File: config.mk
export PLATFORM = sky130hd
export DESIGN_NAME = can_frame_to_slcan_ascii_top
export DESIGN_NICKNAME = d
export VERILOG_FILES = /design/src/cfslc_pkg.sv /design/src/can_frame_to_slcan_ascii_top.sv
export SDC_FILE = /design/constraint.sdc
export NUM_CORES = 1
export LEC_CHECK = 0
export BUFFER_PORTS_ARGS = -buffer_cell sky130_fd_sc_hd__buf_4
export CAP_MARGIN = 20
export CORE_MARGIN = 8
export CORE_UTILIZATION = 51
export CTS_CLUSTER_SIZE = 10
export DETAILED_ROUTE_END_ITERATION = 10
export PLACE_DENSITY_LB_ADDON = 0.25
export SYNTH_ARGS = -nofsm -noshare
export SYNTH_HDL_FRONTEND = slang
export SYNTH_SLANG_ARGS = --single-unit
File: constraint.sdc
create_clock -name clk -period 4.55 [get_ports clk]
set_input_delay 0.455 -clock clk [delete_from_list [all_inputs] [get_ports clk]]
set_output_delay 0.455 -clock clk [all_outputs]
set_load 0.005 [all_outputs]
File: src/cfslc_pkg.sv
package cfslc_pkg;

  // field widths
  localparam int IdW      = 29;
  localparam int LenW     = 4;
  localparam int PayW     = 64;
  localparam int TickW    = 16;
  localparam int CharW    = 8;
  localparam int CntW     = 5;

  // largest data length printed
  localparam logic [LenW-1:0] MaxLen = 4'd8;

  // ascii codes
  localparam logic [CharW-1:0] ChStdData = 8'h74;  // t
  localparam logic [CharW-1:0] ChExtData = 8'h54;  // T
  localparam logic [CharW-1:0] ChStdRtr  = 8'h72;  // r
  localparam logic [CharW-1:0] ChExtRtr  = 8'h52;  // R
  localparam logic [CharW-1:0] ChZero    = 8'h30;  // 0
  localparam logic [CharW-1:0] ChUpperA  = 8'h41;  // A
  localparam logic [CharW-1:0] ChCr      = 8'h0d;  // carriage return

  // digit counts per field
  localparam logic [CntW-1:0] StdIdDigits = 5'd3;
  localparam logic [CntW-1:0] ExtIdDigits = 5'd8;
  localparam logic [CntW-1:0] TickDigits  = 5'd4;

  // sequencer phases
  localparam logic [2:0] PhLead = 3'd0;
  localparam logic [2:0] PhId   = 3'd1;
  localparam logic [2:0] PhLen  = 3'd2;
  localparam logic [2:0] PhData = 3'd3;
  localparam logic [2:0] PhTick = 3'd4;
  localparam logic [2:0] PhCr   = 3'd5;

  // one nibble to an upper-case hex character
  function automatic logic [CharW-1:0] hex_char(input logic [3:0] nib);
    logic [CharW-1:0] res;
    if (nib < 4'd10) begin
      res = ChZero + {4'b0, nib};
    end else begin
      res = ChUpperA + {4'b0, nib - 4'd10};
    end
    return res;
  endfunction

endpackage

File: src/can_frame_to_slcan_ascii_top.sv
// SLCAN text encoder for received CAN frames.
// Input channel: one frame per request (frame_id, is_extended, is_remote,
// data_length, payload, tick_value), taken when in_valid is high and
// in_stall is low. Output channel: one ASCII character per request
// (ascii_char, is_last), taken when out_valid is high and out_stall is low.
// is_last marks the closing carriage return of each line.
// A line is the type letter, 3 or 8 id digits, the length digit, two digits
// per data byte (none for remote frames, length clamped to 8), four tick
// digits when timestamp_enable is set, then carriage return.
// The first character passes the phase sequencer, then the output register.
// Throughput: one character per cycle while the receiver does not stall, from
// a single nibble shift register and hex converter under a phase sequencer;
// a line has 6 to 31 characters, and the next frame is taken in the cycle the
// carriage return is produced. in_stall stays high while a line is in work.
// A stalled receiver holds the output register and freezes the sequencer.
// cfg_wr_en writes timestamp_enable from cfg_wr_data; write only when idle.
// Reset (rst, synchronous) clears the sequencer, out_valid and
// timestamp_enable; the block is ready in the cycle after reset.
module can_frame_to_slcan_ascii_top (
  input  logic                           clk,
  input  logic                           rst,
  input  logic                           cfg_wr_en,
  input  logic                           cfg_wr_data,
  input  logic                           in_valid,
  output logic                           in_stall,
  input  logic [cfslc_pkg::IdW-1:0]      frame_id,
  input  logic                           is_extended,
  input  logic                           is_remote,
  input  logic [cfslc_pkg::LenW-1:0]     data_length,
  input  logic [cfslc_pkg::PayW-1:0]     payload,
  input  logic [cfslc_pkg::TickW-1:0]    tick_value,
  output logic                           out_valid,
  input  logic                           out_stall,
  output logic [cfslc_pkg::CharW-1:0]    ascii_char,
  output logic                           is_last
);

  logic                          timestamp_enable;
  logic                          busy;
  logic [2:0]                    phase;
  logic [cfslc_pkg::CntW-1:0]    cnt;
  logic [cfslc_pkg::PayW-1:0]    work;
  logic [cfslc_pkg::IdW-1:0]     held_id;
  logic [cfslc_pkg::PayW-1:0]    held_payload;
  logic [cfslc_pkg::LenW-1:0]    held_length;
  logic [1:0]                    held_flags;
  logic [cfslc_pkg::TickW-1:0]   held_tick;

  logic                          step;
  logic                          accept;
  logic [cfslc_pkg::CharW-1:0]   char_next;
  logic [cfslc_pkg::LenW-1:0]    len_clamp;

  // sequencer advances when the output register is free
  assign step     = busy && (!out_valid || !out_stall);
  assign in_stall = busy && !(step && (phase == cfslc_pkg::PhCr));
  assign accept   = in_valid && !in_stall;
  assign len_clamp = (data_length > cfslc_pkg::MaxLen) ? cfslc_pkg::MaxLen : data_length;

  // character of the current phase
  always_comb begin
    case (phase)
      cfslc_pkg::PhLead: begin
        if (held_flags[1]) begin
          char_next = held_flags[0] ? cfslc_pkg::ChExtRtr : cfslc_pkg::ChStdRtr;
        end else begin
          char_next = held_flags[0] ? cfslc_pkg::ChExtData : cfslc_pkg::ChStdData;
        end
      end
      cfslc_pkg::PhId, cfslc_pkg::PhData, cfslc_pkg::PhTick: begin
        char_next = cfslc_pkg::hex_char(work[63:60]);
      end
      cfslc_pkg::PhLen: char_next = cfslc_pkg::ChZero + {4'b0, held_length};
      cfslc_pkg::PhCr:  char_next = cfslc_pkg::ChCr;
      default:          char_next = cfslc_pkg::ChCr;
    endcase
  end

  // configuration register
  always_ff @(posedge clk) begin
    if (rst) begin
      timestamp_enable <= 1'b0;
    end else if (cfg_wr_en) begin
      timestamp_enable <= cfg_wr_data;
    end
  end

  // frame capture
  always_ff @(posedge clk) begin
    if (accept) begin
      held_id      <= frame_id;
      held_payload <= payload;
      held_length  <= len_clamp;
      held_flags   <= {is_remote, is_extended};
      held_tick    <= tick_value;
    end
  end

  // phase sequencer and nibble shifter
  always_ff @(posedge clk) begin
    if (rst) begin
      busy  <= 1'b0;
      phase <= cfslc_pkg::PhLead;
      cnt   <= '0;
    end else if (accept) begin
      // new frame wins over the end of the previous line
      busy  <= 1'b1;
      phase <= cfslc_pkg::PhLead;
    end else if (step) begin
      case (phase)
        cfslc_pkg::PhLead: begin
          if (held_flags[0]) begin
            // 29-bit id padded to 8 digits
            work <= {3'b0, held_id, 32'b0};
            cnt  <= cfslc_pkg::ExtIdDigits;
          end else begin
            work <= {1'b0, held_id[10:0], 52'b0};
            cnt  <= cfslc_pkg::StdIdDigits;
          end
          phase <= cfslc_pkg::PhId;
        end
        cfslc_pkg::PhId: begin
          work <= {work[59:0], 4'b0};
          cnt  <= cnt - 5'd1;
          if (cnt == 5'd1) begin
            phase <= cfslc_pkg::PhLen;
          end
        end
        cfslc_pkg::PhLen: begin
          if (!held_flags[1] && (held_length != '0)) begin
            work  <= held_payload;
            cnt   <= {held_length, 1'b0};
            phase <= cfslc_pkg::PhData;
          end else if (timestamp_enable) begin
            work  <= {held_tick, 48'b0};
            cnt   <= cfslc_pkg::TickDigits;
            phase <= cfslc_pkg::PhTick;
          end else begin
            phase <= cfslc_pkg::PhCr;
          end
        end
        cfslc_pkg::PhData: begin
          if (cnt == 5'd1) begin
            if (timestamp_enable) begin
              work  <= {held_tick, 48'b0};
              cnt   <= cfslc_pkg::TickDigits;
              phase <= cfslc_pkg::PhTick;
            end else begin
              phase <= cfslc_pkg::PhCr;
            end
          end else begin
            work <= {work[59:0], 4'b0};
            cnt  <= cnt - 5'd1;
          end
        end
        cfslc_pkg::PhTick: begin
          work <= {work[59:0], 4'b0};
          cnt  <= cnt - 5'd1;
          if (cnt == 5'd1) begin
            phase <= cfslc_pkg::PhCr;
          end
        end
        cfslc_pkg::PhCr: begin
          busy  <= 1'b0;
          phase <= cfslc_pkg::PhLead;
        end
        default: begin
          busy  <= 1'b0;
          phase <= cfslc_pkg::PhLead;
        end
      endcase
    end
  end

  // output register
  always_ff @(posedge clk) begin
    if (rst) begin
      out_valid <= 1'b0;
    end else if (step) begin
      out_valid <= 1'b1;
    end else if (!out_stall) begin
      out_valid <= 1'b0;
    end
  end

  always_ff @(posedge clk) begin
    if (step) begin
      ascii_char <= char_next;
      is_last    <= (phase == cfslc_pkg::PhCr);
    end
  end

endmodule

==> flow_summary.ini <==
[outcome]
outcome = complete, no violations

[placed_design]
hpwlAfterDp_microns = 12500
portBuffers = 130
gp_congestion = 0.8980
dp.cells = 853

[timing]
hold_ws_ps = 186.1
post-route-period-util_pct = 60.71
tightestPinTransition_ps = 936.8
maxSlewHeadroom_pct = 37.18
finalCriticalPeriod_ps = 2762
drv_slew = 0
hold_viol_final = 0
tns_ps = 0
finClkSkew_ps = 14.17
rsz0062_at_grt = no
fmax_mhz = 362.0
setup_violations = 0

[hold_path]
holdCritStartpoint = frame_id[9]
min_path_cells = 1
min_to = held_id[9]
min_path_type = input port to register

[yosys]
synth-seq-cells = 198
synth.avg_cell_area_sq_um = 15.33
synthArstFlopShare_pct = 0
synth-edff-count = 187
ys.flop_type = edfxtp_1
yosysUniqueCellTypes = 60
synth_nets = 664
synth_cells = 538
syn-cell-area_sq_mm = 0.008248
yosys_warnings = 0
ys_seq_area_share_pct = 70.75

[critical_path]
r2r-end = work[41]
path_class = register to register
arrival_ps = 3070
cp_slowest_cell = dfxtp_1
path_max_fanout = 27
ff2ff_setup_slack_ps = 1790
cp_cell_sequence = o21ai_1, a21boi_2, buf_4, a22o_1, a221o_1
critPathRequiredTime_ps = 4860
regToRegStartpoint = phase[0]
cp-end-kind = register
r2r_cells = 5
start_kind = register
max_stage_delay_ps = 870

[clock_network]
cts_hold_buf = 0
cts_inserted_buffers = 17
post_cts_resize_count = 0
post-cts-setup-buffer-count = 0
clk_latency_ps = 440
root_buffer = clkbuf_16
cts.sinks = 198
clkTransAtPathRegs_ps = 80
cts_buffer_depth = 2
cts_tree = done
htree_levels = 4

[global_routing]
grt_pass1_vias = 5235
antenna_found_initial = 0
grt_usage_pct = 18.33
grt.overflow.total = 0
grt_max_degree = 116
grt_pass1_wl_microns = 28560

[route]
drt_first_pass_iters = 5
viasPerCell = 5.950
postRouteAntennaNets = 0
wl_per_cell_microns = 20.85
drc = 0
drt_wl_total_microns = 18450
drt_iter0_drc = 704
vias = 5266

[layout]
final_common_cell = edfxtp_1
fin_cells = 885
layout_common_cells = edfxtp_1 (187), buf_4 (137), a22o_1 (48)
areaGrowthSynthToFinish_pct = 21.15
drive_above_1_share_pct = 27.06
nNetsFinal = 782
antenna_cells = 0

[die]
start_util_pct = 52.11
coreArea_sq_mm = 0.01583
die_h_microns = 143.2
die_x_microns = 143.2
dieArea_sq_mm = 0.02050
placement_rows = 46
io_pins = 132

[power_and_ir_drop]
vdd_drop_max_v = 0.0002602
p_per_area_mw_per_mm2 = 401.3
total_power_w = 0.004010
p_leak_nw = 3.838

[run]
cap_violations = 0
worst max-delay path by stage:
stage,startpoint,to,cells after the start
6_report,phase[0],work[41],5
5_1_grt,phase[0],work[47],5
3_5_place_dp,phase[0],work[39],5
4_1_cts,phase[0],work[33],5
3_3_place_gp,phase[0],work[33],5
2_1_floorplan,phase[0],work[0],6
per-layer routing:
metal	part of all wire, %	global-route usage, %	vias to the layer above	routed length (microns)
met1	41	23.84	2590	7628
met3	7.0	4.341	23	1286
li1	-	-	2428	-
met5	0	0	-	0
met2	50	29.48	225	9241
met4	1.6	6.432	0	297
report_power, final:
part | switching [W] | internal, W | leakage, nW
sequential | 0.0000553 | 0.00211 | 1.86
combinational | 0.000175 | 0.000172 | 1.69
clock | 0.000747 | 0.000747 | 0.293
cells in the mapped netlist (3+ instances only):
cell       instances  share of area, %
a211oi_1           3              0.27
a21o_1            30               2.7
a21oi_1           19               1.2
a221o_1           16               1.9
a222oi_1          15               1.8
a22o_1            48               5.1
a2bb2oi_1          3              0.32
a31oi_1            5              0.38
and3_1             3              0.23
buf_2             19               1.2
buf_4              5              0.46
clkbuf_1          11              0.50
dfxtp_1           11               2.7
edfxtp_1         187                68
ha_1               5              0.76
inv_1              9              0.41
mux2i_1           19               2.3
nand2_1           21              0.96
nand2b_1           7              0.53
nor2_1            11              0.50
nor2b_1            6              0.46
nor3_1             3              0.18
nor4_1             3              0.23
o211ai_1          10              0.91
o21ai_0           14              0.85
o21ai_1            5              0.30
o22ai_1            6              0.46
or3_1              3              0.23
xnor2_1            3              0.32
sequential cells by signal (all words and copies together), names as in the netlist:
name / cells
held_payload: 64
work: 64
held_id: 29
held_tick: 16
ascii_char: 7
cnt: 5
held_length: 4
phase: 3
held_flags: 2
busy: 1
is_last: 1
out_valid: 1
timestamp_enable: 1
worst max-delay path, delay by kind of cell, from the launching register on:
kind	cells	cell delay, ps
compound gates	4	1460
buf+inv	1	310
flops	1	870
cells by family (layout without fill, tap and decap cells):
kind of cell / after synthesis / after routing / synth area share, %
xor gates and xnor gates: 4 / 4 / 0.4248
DFF: 198 / 198 / 70.75
AOI/OAI and AO/OA: 193 / 193 / 18.17
buffers and inverters: 49 / 180 / 2.928
muxes: 19 / 19 / 2.306
other: 1 / 1 / 0.04547
and+or+nand+nor: 69 / 69 / 4.612
adders and majority gates: 5 / 5 / 0.7585
layout make-up:
class / instances / area [sq um]
multi-input combinational: 291 / 2203
sequential: 198 / 5836
inverter: 10 / 40.04
fill: 1168 / 5836
tap: 216 / 270.3
clock buffer: 17 / 425.4
clock inverter: 15 / 168.9
timing repair buffer: 138 / 1049
through the flow:
stage                     instance area [sq um]  setup slack (ps)  util [%]
after CTS                                  9992              1821     63.13
after detailed placement                   9398              1825     59.38
final                                      9992              1788     63.13
after floorplan                            8248             170.7         -
after global routing                       9992              1581     63.13
after global placement                     9398              1894     59.38
(Power assumes the default switching activity.)
